==> src/sv/dcsg_pkg.sv <==
package dcsg_pkg;

  // Coordinates on the ports and in the configuration registers.
  localparam int unsigned COORD_W    = 16;
  localparam int unsigned DEPTH_W    = 5;
  localparam int unsigned CFG_IDX_W  = 3;
  localparam int unsigned CFG_DATA_W = 16;

  typedef enum logic [CFG_IDX_W-1:0] {
    REG_START_X = 3'd0,
    REG_START_Y = 3'd1,
    REG_END_X   = 3'd2,
    REG_END_Y   = 3'd3,
    REG_DEPTH   = 3'd4
  } cfg_reg_e;

  typedef enum logic {
    ST_IDLE,
    ST_DESCEND
  } dcsg_state_e;

  typedef struct packed {
    logic restart;
  } req_t;

  typedef struct packed {
    logic signed [COORD_W-1:0] seg_x0;
    logic signed [COORD_W-1:0] seg_y0;
    logic signed [COORD_W-1:0] seg_x1;
    logic signed [COORD_W-1:0] seg_y1;
    logic                      last_segment;
  } seg_t;

  typedef struct packed {
    logic [CFG_IDX_W-1:0]  index;
    logic [CFG_DATA_W-1:0] value;
  } cfg_t;

endpackage

==> src/sv/dcsg_intf.sv <==
interface dcsg_req_if;
  logic          valid;
  logic          ready;
  dcsg_pkg::req_t data;

  modport source (output valid, output data, input ready);
  modport sink (input valid, input data, output ready);
endinterface

interface dcsg_seg_if;
  logic          valid;
  logic          ready;
  dcsg_pkg::seg_t data;

  modport source (output valid, output data, input ready);
  modport sink (input valid, input data, output ready);
endinterface

interface dcsg_cfg_if;
  logic          valid;
  logic          ready;
  dcsg_pkg::cfg_t data;

  modport source (output valid, output data, input ready);
  modport sink (input valid, input data, output ready);
endinterface

==> src/sv/dcsg_stack.sv <==
module dcsg_stack #(
  parameter int unsigned WIDTH = 37,
  parameter int unsigned DEPTH = 17
) (
  input  logic                     clk_i,
  input  logic                     wr_en_i,
  input  logic [$clog2(DEPTH)-1:0] wr_addr_i,
  input  logic [WIDTH-1:0]         wr_data_i,
  input  logic                     rd_en_i,
  input  logic [$clog2(DEPTH)-1:0] rd_addr_i,
  output logic [WIDTH-1:0]         rd_data_o
);

  logic [WIDTH-1:0] mem [DEPTH];
  logic [WIDTH-1:0] rd_data_q;

  always_ff @(posedge clk_i) begin
    if (wr_en_i) begin
      mem[wr_addr_i] <= wr_data_i;
    end
  end

  always_ff @(posedge clk_i) begin
    if (rd_en_i) begin
      rd_data_q <= mem[rd_addr_i];
    end
  end

  assign rd_data_o = rd_data_q;

endmodule

==> src/sv/dragon_curve_segment_generator.sv <==
// Dragon curve segment generator. Each request returns the next of the 2^depth segments of
// the curve drawn between the start and end points, with last_segment set on the final one;
// a request with restart set, or any request once a curve has finished, begins the curve
// again from the configured points and depth (above MAX_DEPTH it saturates). A request descends
// through the subdivision levels it still has, pushing a pending point at each level, and then
// delivers one segment. The pending point stack is a single memory that takes one push per
// cycle while the walk descends; the top entry is read back as each segment is delivered, so a
// pop needs no separate read step. Registers may be written between requests; they are sampled
// when a curve begins.
module dragon_curve_segment_generator #(
  parameter int unsigned MAX_DEPTH  = 16,
  parameter int unsigned COORD_BITS = 16
) (
  input logic             clk_i,
  input logic             rst_ni,
  dcsg_req_if.sink        req_i,
  dcsg_seg_if.source      seg_o,
  dcsg_cfg_if.sink        cfg_i
);

  localparam int unsigned CAP     = MAX_DEPTH + 1;
  localparam int unsigned IDX_W   = $clog2(CAP);
  localparam int unsigned SP_W    = $clog2(CAP + 1);
  localparam int unsigned LVL_W   = $clog2(MAX_DEPTH + 1);
  localparam int unsigned ENTRY_W = 2 * COORD_BITS + LVL_W;
  localparam int unsigned W       = COORD_BITS;
  localparam int unsigned CW      = dcsg_pkg::COORD_W;

  // Halving with truncation toward zero of a (W+1)-bit signed value.
  function automatic logic signed [W-1:0] halve(input logic signed [W:0] s);
    logic signed [W:0] t;
    t = s + {{W{1'b0}}, s[W]};
    return t[W:1];
  endfunction

  // Configuration registers
  logic signed [CW-1:0]               start_x_q, start_y_q, end_x_q, end_y_q;
  logic [dcsg_pkg::DEPTH_W-1:0]       depth_q;

  // Walk state
  dcsg_pkg::dcsg_state_e state_q, state_d;
  logic [SP_W-1:0]       sp_q, sp_d;
  logic signed [W-1:0]   cur_x_q, cur_x_d, cur_y_q, cur_y_d;
  logic signed [W-1:0]   px_q, px_d, py_q, py_d;
  logic [LVL_W-1:0]      lvl_q, lvl_d;

  // Output register
  logic           out_valid_q, out_valid_d;
  dcsg_pkg::seg_t out_q, out_d;
  logic           out_load;

  // Stack memory ports
  logic               wr_en, rd_en;
  logic [IDX_W-1:0]   wr_addr, rd_addr;
  logic [ENTRY_W-1:0] wr_data, rd_data;
  logic [SP_W-1:0]    sp_dec;

  logic [LVL_W-1:0]    depth_sat;
  logic signed [W-1:0] fold_m, fold_u;
  logic                req_fire;

  dcsg_stack #(
    .WIDTH (ENTRY_W),
    .DEPTH (CAP)
  ) u_stack (
    .clk_i     (clk_i),
    .wr_en_i   (wr_en),
    .wr_addr_i (wr_addr),
    .wr_data_i (wr_data),
    .rd_en_i   (rd_en),
    .rd_addr_i (rd_addr),
    .rd_data_o (rd_data)
  );

  assign cfg_i.ready = 1'b1;

  always_ff @(posedge clk_i or negedge rst_ni) begin
    if (!rst_ni) begin
      start_x_q <= 16'sd200;
      start_y_q <= 16'sd600;
      end_x_q   <= 16'sd600;
      end_y_q   <= 16'sd600;
      depth_q   <= 5'd10;
    end else if (cfg_i.valid) begin
      case (dcsg_pkg::cfg_reg_e'(cfg_i.data.index))
        dcsg_pkg::REG_START_X: start_x_q <= cfg_i.data.value;
        dcsg_pkg::REG_START_Y: start_y_q <= cfg_i.data.value;
        dcsg_pkg::REG_END_X:   end_x_q   <= cfg_i.data.value;
        dcsg_pkg::REG_END_Y:   end_y_q   <= cfg_i.data.value;
        dcsg_pkg::REG_DEPTH:   depth_q   <= cfg_i.data.value[dcsg_pkg::DEPTH_W-1:0];
        default: ;
      endcase
    end
  end

  assign depth_sat = (depth_q > dcsg_pkg::DEPTH_W'(MAX_DEPTH)) ? LVL_W'(MAX_DEPTH)
                                                               : LVL_W'(depth_q);

  // Fold point of the segment from the current point to the pending end point.
  always_comb begin
    logic signed [W:0] sum_x, sum_y, dif_x, dif_y;
    sum_x  = {cur_x_q[W-1], cur_x_q} + {px_q[W-1], px_q};
    sum_y  = {cur_y_q[W-1], cur_y_q} + {py_q[W-1], py_q};
    dif_x  = {px_q[W-1], px_q} - {cur_x_q[W-1], cur_x_q};
    dif_y  = {py_q[W-1], py_q} - {cur_y_q[W-1], cur_y_q};
    fold_m = halve(sum_x) + halve(dif_y);
    fold_u = halve(sum_y) - halve(dif_x);
  end

  assign req_i.ready = (state_q == dcsg_pkg::ST_IDLE);
  assign req_fire    = req_i.valid && req_i.ready;
  assign sp_dec      = sp_q - 1'b1;

  always_comb begin
    state_d     = state_q;
    sp_d        = sp_q;
    cur_x_d     = cur_x_q;
    cur_y_d     = cur_y_q;
    px_d        = px_q;
    py_d        = py_q;
    lvl_d       = lvl_q;
    out_d       = out_q;
    out_load    = 1'b0;
    wr_en       = 1'b0;
    wr_addr     = sp_q[IDX_W-1:0];
    wr_data     = {px_q, py_q, lvl_q - 1'b1};
    rd_en       = 1'b0;
    rd_addr     = sp_dec[IDX_W-1:0];

    case (state_q)
      dcsg_pkg::ST_IDLE: begin
        if (req_i.valid) begin
          if (req_i.data.restart || sp_q == '0) begin
            cur_x_d = W'(start_x_q);
            cur_y_d = W'(start_y_q);
            px_d    = W'(end_x_q);
            py_d    = W'(end_y_q);
            lvl_d   = depth_sat;
            sp_d    = '0;
          end else begin
            // The top entry was already read when the previous segment left.
            px_d  = rd_data[ENTRY_W-1 -: W];
            py_d  = rd_data[LVL_W +: W];
            lvl_d = rd_data[LVL_W-1:0];
            sp_d  = sp_dec;
          end
          state_d = dcsg_pkg::ST_DESCEND;
        end
      end
      dcsg_pkg::ST_DESCEND: begin
        if (lvl_q != '0) begin
          if (sp_q < SP_W'(CAP)) begin
            wr_en = 1'b1;
            sp_d  = sp_q + 1'b1;
          end
          px_d  = fold_m;
          py_d  = fold_u;
          lvl_d = lvl_q - 1'b1;
        end else if (!out_valid_q || seg_o.ready) begin
          out_load           = 1'b1;
          out_d.seg_x0       = CW'(cur_x_q);
          out_d.seg_y0       = CW'(cur_y_q);
          out_d.seg_x1       = CW'(px_q);
          out_d.seg_y1       = CW'(py_q);
          out_d.last_segment = (sp_q == '0);
          cur_x_d            = px_q;
          cur_y_d            = py_q;
          rd_en              = (sp_q != '0);
          state_d            = dcsg_pkg::ST_IDLE;
        end
      end
      default: begin
        state_d = dcsg_pkg::ST_IDLE;
      end
    endcase
  end

  always_comb begin
    if (out_load) begin
      out_valid_d = 1'b1;
    end else if (seg_o.ready) begin
      out_valid_d = 1'b0;
    end else begin
      out_valid_d = out_valid_q;
    end
  end

  always_ff @(posedge clk_i or negedge rst_ni) begin
    if (!rst_ni) begin
      state_q     <= dcsg_pkg::ST_IDLE;
      sp_q        <= '0;
      cur_x_q     <= '0;
      cur_y_q     <= '0;
      lvl_q       <= '0;
      out_valid_q <= 1'b0;
    end else begin
      state_q     <= state_d;
      sp_q        <= sp_d;
      cur_x_q     <= cur_x_d;
      cur_y_q     <= cur_y_d;
      lvl_q       <= lvl_d;
      out_valid_q <= out_valid_d;
    end
  end

  always_ff @(posedge clk_i) begin
    px_q  <= px_d;
    py_q  <= py_d;
    out_q <= out_d;
  end

  assign seg_o.valid = out_valid_q;
  assign seg_o.data  = out_q;

  // The stack pointer never passes the capacity of the stack.
  a_sp_bound: assert property (@(posedge clk_i) disable iff (!rst_ni)
    sp_q <= SP_W'(CAP))
    else $error("stack pointer beyond capacity");

  // A descent step always finds room, since the depth is saturated.
  a_no_overflow: assert property (@(posedge clk_i) disable iff (!rst_ni)
    (state_q == dcsg_pkg::ST_DESCEND && lvl_q != '0) |-> sp_q < SP_W'(CAP))
    else $error("push into a full stack");

  // An accepted request always starts a descent in the next cycle.
  a_req_descends: assert property (@(posedge clk_i) disable iff (!rst_ni)
    req_fire |=> state_q == dcsg_pkg::ST_DESCEND)
    else $error("accepted request did not start a descent");

  // A delivered segment is flagged last exactly when the stack is empty.
  a_last_flag: assert property (@(posedge clk_i) disable iff (!rst_ni)
    out_load |=> (out_valid_q && out_q.last_segment == (sp_q == '0)))
    else $error("last segment flag disagrees with stack");

endmodule

==> src/flat_wrapper.sv <==
// flat-port wrapper written by rule: the top's interface ports become plain ports
module dragon_curve_segment_generator_flat 
#(
  parameter int unsigned MAX_DEPTH  = 16,
  parameter int unsigned COORD_BITS = 16
)
  (clk_i, rst_ni, req_i_valid, req_i_data, req_i_ready, seg_o_valid, seg_o_data, seg_o_ready, cfg_i_valid, cfg_i_data, cfg_i_ready);
  dcsg_req_if req_i_i ();
  dcsg_seg_if seg_o_i ();
  dcsg_cfg_if cfg_i_i ();
  input logic clk_i;
  input logic rst_ni;
  input wire logic [$bits(req_i_i.valid)-1:0] req_i_valid;
  input wire logic [$bits(req_i_i.data)-1:0] req_i_data;
  output wire logic [$bits(req_i_i.ready)-1:0] req_i_ready;
  output wire logic [$bits(seg_o_i.valid)-1:0] seg_o_valid;
  output wire logic [$bits(seg_o_i.data)-1:0] seg_o_data;
  input wire logic [$bits(seg_o_i.ready)-1:0] seg_o_ready;
  input wire logic [$bits(cfg_i_i.valid)-1:0] cfg_i_valid;
  input wire logic [$bits(cfg_i_i.data)-1:0] cfg_i_data;
  output wire logic [$bits(cfg_i_i.ready)-1:0] cfg_i_ready;
  assign req_i_i.valid = req_i_valid;
  assign req_i_i.data = req_i_data;
  assign req_i_ready = req_i_i.ready;
  assign seg_o_valid = seg_o_i.valid;
  assign seg_o_data = seg_o_i.data;
  assign seg_o_i.ready = seg_o_ready;
  assign cfg_i_i.valid = cfg_i_valid;
  assign cfg_i_i.data = cfg_i_data;
  assign cfg_i_ready = cfg_i_i.ready;
  dragon_curve_segment_generator #(.MAX_DEPTH(MAX_DEPTH), .COORD_BITS(COORD_BITS)) u_core (.clk_i(clk_i), .rst_ni(rst_ni), .req_i(req_i_i), .seg_o(seg_o_i), .cfg_i(cfg_i_i));
endmodule
==> config.mk <==
export PLATFORM = sky130hd
export DESIGN_NAME = dragon_curve_segment_generator_flat
export DESIGN_NICKNAME = d
export VERILOG_FILES = /design/src/sv/dcsg_pkg.sv /design/src/sv/dcsg_intf.sv /design/src/sv/dcsg_stack.sv /design/src/sv/dragon_curve_segment_generator.sv /design/src/flat_wrapper.sv
export SDC_FILE = /design/constraint.sdc
export NUM_CORES = 1
export LEC_CHECK = 0
export BUFFER_PORTS_ARGS = -buffer_cell sky130_fd_sc_hd__buf_2
export CELL_PAD_IN_SITES_DETAIL_PLACEMENT = 0
export CELL_PAD_IN_SITES_GLOBAL_PLACEMENT = 1
export CORE_MARGIN = 2
export CORE_UTILIZATION = 50
export CTS_CLUSTER_SIZE = 12
export DETAILED_ROUTE_END_ITERATION = 8
export PLACE_DENSITY_LB_ADDON = 0.1
export SETUP_SLACK_MARGIN = 0.2
export SLEW_MARGIN = 30
export SYNTH_ARGS = -nofsm -noshare
export SYNTH_HDL_FRONTEND = slang
export SYNTH_SLANG_ARGS = --single-unit
==> constraint.sdc <==
create_clock -name clk_i -period 12.7 [get_ports clk_i]
set_clock_uncertainty 0.15 [all_clocks]
set_input_delay 1.905 -clock clk_i [delete_from_list [all_inputs] [get_ports clk_i]]
set_output_delay 1.905 -clock clk_i [all_outputs]
set_load 0.01 [all_outputs]
# [Word level (Yosys, flattened, before mapping)]
# Memories as Yosys holds them, arrays and structs flattened. A register that Yosys moved wholly into a read port is not among the register bits.
# Cells that the tools add are included.
[classes] eq_ne=10 n_shift=0 multipliers=0 n_addsub=13 magnitude_cmp=2 n_reduce_logical=17 muxes=45 div=0 n_bitwise=2
[op_table] op="16-bit two-way mux" count=14
[op_table] op="16-bit one-hot mux with 2 select lines" count=4
[op_table] op="17-bit by 1-bit adder with 17-bit output" count=4
[op_table] op="5-bit two-way mux" count=8
[op_table] op="16-bit by 16-bit adder with 17-bit output" count=2
[op_table] op="16-bit by 16-bit subtractor with 17-bit output" count=2
[op_table] op="5-bit one-hot mux with 2 select lines" count=2
[op_table] op="16-bit adder" count=1
[op_table] op="1-bit two-way mux" count=16
[op_table] op="16-bit subtractor" count=1
[op_table] op="2-bit AND reduction" count=6
[op_table] op="2-bit != test, second input constant" count=5
[op_table] op="5-bit nonzero test" count=2
[op_table] op="5-bit by 1-bit subtractor with 5-bit output, second input constant" count=2
[op_table] op="3-bit by 2-bit == test with 1-bit output, second input constant" count=2
[op_table] op="3-bit AND reduction" count=2
[op_table] op="5-bit by 1-bit adder with 5-bit output, second input constant" count=1
[op_table] op="5-bit greater-than comparator, second input constant" count=1
[op_table] op="5-bit logical NOT" count=1
[op_table] op="5-bit < comparator, second input constant" count=1
[op_table] op="4-bit AND reduction" count=1
[op_table] op="3-bit by 1-bit == test with 1-bit output, second input constant" count=1
[op_table] op="3-bit == test, second input constant" count=1
[op_table] op="3-bit logical NOT" count=1
[op_table] op="6 further kinds" count=8
[totals] mem_bits_rw=629 n_memories=1 reg_bits=210 rom_bits=0 in_bits=25 word_cells=108 latchBits=0
[mem_list] name="u_core.u_stack.mem" depth=17 width=37 read_ports=1 rd_ports_with_merged_regs=1 wr=1 line_no="dcsg_stack.sv:14" rtl="logic [WIDTH-1:0] mem [DEPTH];"

# [Logic depth before layout (Yosys ltp)]
[logic_depth] depth_word=6 mapped_depth=27 depth_no_buf=26

# [By module]
# A second synthesis with hierarchy kept.
[hier_totals] cells_unflattened=2552 area_unflattened_um2=39818.2
[by_module_without_submodules] module="dcsg_stack" n_inst=1 area_per_inst_um2=25241.7 cells_each=1052 seq_area_each_um2=19999.2
[by_module_without_submodules] module="dragon_curve_segment_generator" n_inst=1 area_per_inst_um2=14576.5 cells_each=1500 seq_area_each_um2=5761.8

# [Worst setup path before layout]
# No wires, ideal clock.
[synth_timing] path_type="register -> register" start="reg u_core.py_q[0]" end="reg u_core.py_q[15], data pin" stages_incl_launch_ff=27 required_time_ns=12.281 period_less_slack_ns=6.151 n_path_buf=0 slack_ns=6.549 arrival_time_ns=5.732 cell_sequence="edfxtp_1 > ha_1 > inv_1 > fa_1 > o21bai_1 > o211ai_1 > a21boi_1 > a221oi_1 > o31a_1 > a311o_1 > a22oi_1 > nor2_1 > ha_1 > xor2_1 > inv_1 > ha_1 > nor2b_1 > o2111ai_1 > nand3_1 > o41ai_1 > o211ai_1 > a21o_1 > a41oi_1 > o21ai_0 > or2_2 > mux2i_1 > a211oi_1"
[synth_via] elab_chain_cells=5
[synth_lines] element="start: declaration" line_no="dragon_curve_segment_generator.sv:44" rtl="logic signed [W-1:0] px_q, px_d, py_q, py_d;"
[synth_lines] element="start signal: assignment" line_no="dragon_curve_segment_generator.sv:208" rtl="py_q <= py_d;"
[synth_lines] element="16-bit by 16-bit adder with 17-bit output" line_no="dragon_curve_segment_generator.sv:103" rtl="sum_y = {cur_y_q[W-1], cur_y_q} + {py_q[W-1], py_q};"
[synth_lines] element="17-bit by 1-bit adder with 17-bit output" line_no="dragon_curve_segment_generator.sv:32" rtl="t = s + {{W{1'b0}}, s[W]};"
[synth_lines] element="16-bit subtractor" line_no="dragon_curve_segment_generator.sv:107" rtl="fold_u = halve(sum_y) - halve(dif_x);"
[synth_lines] element="16-bit two-way mux" line_no="dragon_curve_segment_generator.sv:151" rtl="if (lvl_q != '0) begin"
[synth_lines] element="16-bit one-hot mux with 2 select lines" line_no="dragon_curve_segment_generator.sv:130" rtl="case (state_q)"
[synth_lines] element="named net u_core.py_d[15]" line_no="dragon_curve_segment_generator.sv:44"
# The timed path passes the listed nets, and every way through them passes these cells. The select of a mux whose other input is x is not followed.
# A chain may end at the register's enable or synchronous reset.

# [Final worst setup path]
# Ends and elaborated chain as after synthesis.

==> reports/metrics.yaml <==
required_ns: 12.92
cts.htree.levels: 3
crit_fanout: 21
yosys_warnings: 0
period_share_pct: 57.8
dp_slack_ns: 5.43
hold_violations: 0
synth_cell_types: 82
cts.sinks: 876
synthTopCellsByArea: "edfxtp_1 58%, mux4_2 8.4%, dfrtp_1 6.1%"
async_reset_ff_share_pct: 12.9
core_area_um2: 78600
gp_congestion: 0.884
r2r_slack_ns: 5.36
cpPeakStageDelay_ns: 0.72
arrival_ns: 7.57
syn_area_um2: 39500
holdPathEnd: "u_core.end_x_q[11]$_DFFE_PN0P_"
hpwl_mm: 63.7
start_util_pct: 50.3
min-delay-start: "u_core.end_x_q[11]$_DFFE_PN0P_"
cap_violations: 0
drive_gt1_share_pct: 20.4
cts_root_buffer: "clkbuf_16"
min_period_ns: 7.34
cp.buffers_inverters: 2
critPathTopFamily: "compound AO/OA/AOI/OAI gates"
dieArea_um2: 81300
synth_edf_count: 763
grt_max_degree: 76
synth_top_area_share_pct: 58.0
avgSynthCellArea_um2: 15.2
start_kind: "register"
fillers: 6266
cpMostUsedCell: "ha_1"
io_buffers: 91
register_area_um2: 25800
drt_iter0_drc: 2038
relSlewSlack_pct: 31.1
std_cell_rows: 103
vias_per_cell: 5.99
io-pin-count: 93
setup_viol: 0
fin_nets: 2836
slowest_stage: "edfxtp_1"
die_h_um: 285
worst_pin_slew_ns: 1.02
wirelength_mm: 103
path_class: "reg -> reg"
fin_area_um2: 44100
postPlaceCellArea_um2: 41400
cts_buffers: 89
rsz0062_at_grt: "no"
cts_tree: "done"
setup_slack_ns: 5.36
antenna_found_initial: 1
r2r_cells: 26
grt_pass1_vias: 23329
wl_per_cell_um: 26.9
gr-total-overflow: 0
dr.pass1.iters: 5
ys_ff_latch: 876
drv_slew: 0
multi_input_area_um2: 13100
synthCells: 2592
rr_endpoint: "u_core.py_q[15]$_DFFE_PP_"
tns_ns: 0
drc: 0
run_status: "complete, no violations"
yosysTopAreaCell: "edfxtp_1"
worstReg2RegStart: "u_core.py_q[0]$_DFFE_PP_"
postCtsHoldBufs: 0
gr-usage-all-layers_pct: 25.5
insertion_delay_ns: 0.65
via_count: 22840
dieWidth_um: 285
synth_seq_area_share_pct: 65.2
grt_pass1_wl_mm: 153
critPathCaptureType: "register"
cts.repair.resized: 0
synth_ff_type: "edfxtp_1"
area_delta_synth_final_pct: 11.6
syn_nets: 2727
ant_nets: 0
whs_path_depth: 1
hold_class: "reg -> reg"
post_cts_buffers: 0
cts_buffer_depth: 3
clock.fmax_mhz: 136
clk_pin_slew_ns: 0.06
worst max-delay path by stage:
stage,from,endpoint,cells after the start
after floorplan,u_core.py_q[0]$_DFFE_PP_,u_core.py_q[15]$_DFFE_PP_,26
after global placement,u_core.py_q[0]$_DFFE_PP_,u_core.py_q[15]$_DFFE_PP_,26
after detailed placement,u_core.py_q[0]$_DFFE_PP_,u_core.py_q[15]$_DFFE_PP_,26
after CTS,u_core.py_q[0]$_DFFE_PP_,u_core.py_q[15]$_DFFE_PP_,26
after global routing,u_core.px_q[0]$_DFFE_PP_,u_core.py_q[15]$_DFFE_PP_,26
final,u_core.py_q[0]$_DFFE_PP_,u_core.py_q[15]$_DFFE_PP_,26
worst reg2reg max path, cell delays in order (launching register included):
cell and delay [ns]:
edfxtp_1 0.72, ha_1 0.27, inv_1 0.06, fa_1 0.41
o21bai_1 0.21, o211ai_1 0.15, a21boi_1 0.25, a221oi_1 0.17
o31a_1 0.35, a311o_1 0.38, a22oi_1 0.47, nor2_1 0.12
ha_1 0.28, xor2_1 0.26, inv_1 0.09, ha_1 0.29
nor2b_1 0.15, o2111ai_1 0.19, nand3_1 0.13, o41ai_1 0.67
o211ai_1 0.24, a21o_1 0.22, a41oi_1 0.23, o21ai_0 0.14
or2_2 0.29, mux2i_1 0.14, a211oi_1 0.07
stage by stage:
stage,util [%],instances,hold WS (ns)
final,56.1,3814,0.349
after global routing,56.1,3813,0.356
after CTS,56.0,3809,0.348
after detailed placement,52.7,3656,0.335
after global placement,52.6,3655,0.331
after floorplan,-,2592,0.320
logic make-up (layout without fill, tap and decap cells):
| logic type | Yosys count | after routing | share of synthesized area [%] |
|---|---|---|---|
| flops | 876 | 876 | 65.2 |
| simple gates | 506 | 506 | 6.09 |
| compound gates | 421 | 421 | 6.59 |
| mux | 351 | 351 | 13.9 |
| buf+inv | 214 | 385 | 2.11 |
| xor+xnor | 113 | 113 | 2.50 |
| fa+ha+maj | 110 | 110 | 3.60 |
| other cells | 1 | 2 | 0.00949 |
per-layer routing:
layer / GRT usage [%] / vias up / wire [um]
li1: - / 10186 / -
met1: 35.8 / 11826 / 44300
met2: 41.8 / 684 / 49800
met3: 3.34 / 144 / 5300
met4: 8.30 / 0 / 3190
met5: 0 / - / 0
registers in the layout, summed over array words and instances, names as in the netlist:
register and cells:
u_core.cur_x_q 16, u_core.cur_y_q 16, u_core.depth_q 5, u_core.end_x_q 16, u_core.end_y_q 16, u_core.lvl_q 5
u_core.px_q 16, u_core.py_q 16, u_core.seg_o.data 65, u_core.seg_o.valid 1, u_core.sp_q 5, u_core.start_x_q 16
u_core.start_y_q 16, u_core.state_q 1, u_core.u_stack.mem 629, u_core.u_stack.rd_data_o 37
area by class of cell:
type	instances	area share, %
diodes	1	0.00567
clock inverters	26	0.593
clock buffers	127	5.39
well taps	1050	2.98
flip-flops and latches	876	58.4
repair buffers	140	2.04
multi-input cells	1502	29.8
inverters	92	0.786
cell usage after synthesis (87+ instances only):
cell type and number:
edfxtp_1 763, nor2_1 180, a21oi_1 148, mux4_2 148
nand2_1 111, o21ai_0 110, mux2_2 107, ha_1 104
dfrtp_1 96, mux2i_1 95, inv_1 89, clkbuf_1 87
layout by cell type (no fill, tap or decap), types with 37 or more instances in the layout:
| cell type | n |
|---|---|
| buf_4 | 44 |
| clkbuf_1 | 37 |
| ha_1 | 103 |
| mux2_2 | 107 |
| mux2i_1 | 95 |
| mux4_2 | 148 |
| o21ai_0 | 110 |
| clkbuf_16 | 89 |
| a21oi_1 | 147 |
| nor2_1 | 163 |
| buf_2 | 90 |
| xnor2_1 | 76 |
| inv_1 | 88 |
| nand2_1 | 111 |
| nor3_1 | 37 |
| dfrtp_1 | 94 |
| edfxtp_1 | 763 |
Power is not shown: default switching activity piles up to over one toggle a cycle in this logic, so the estimate is an artifact.
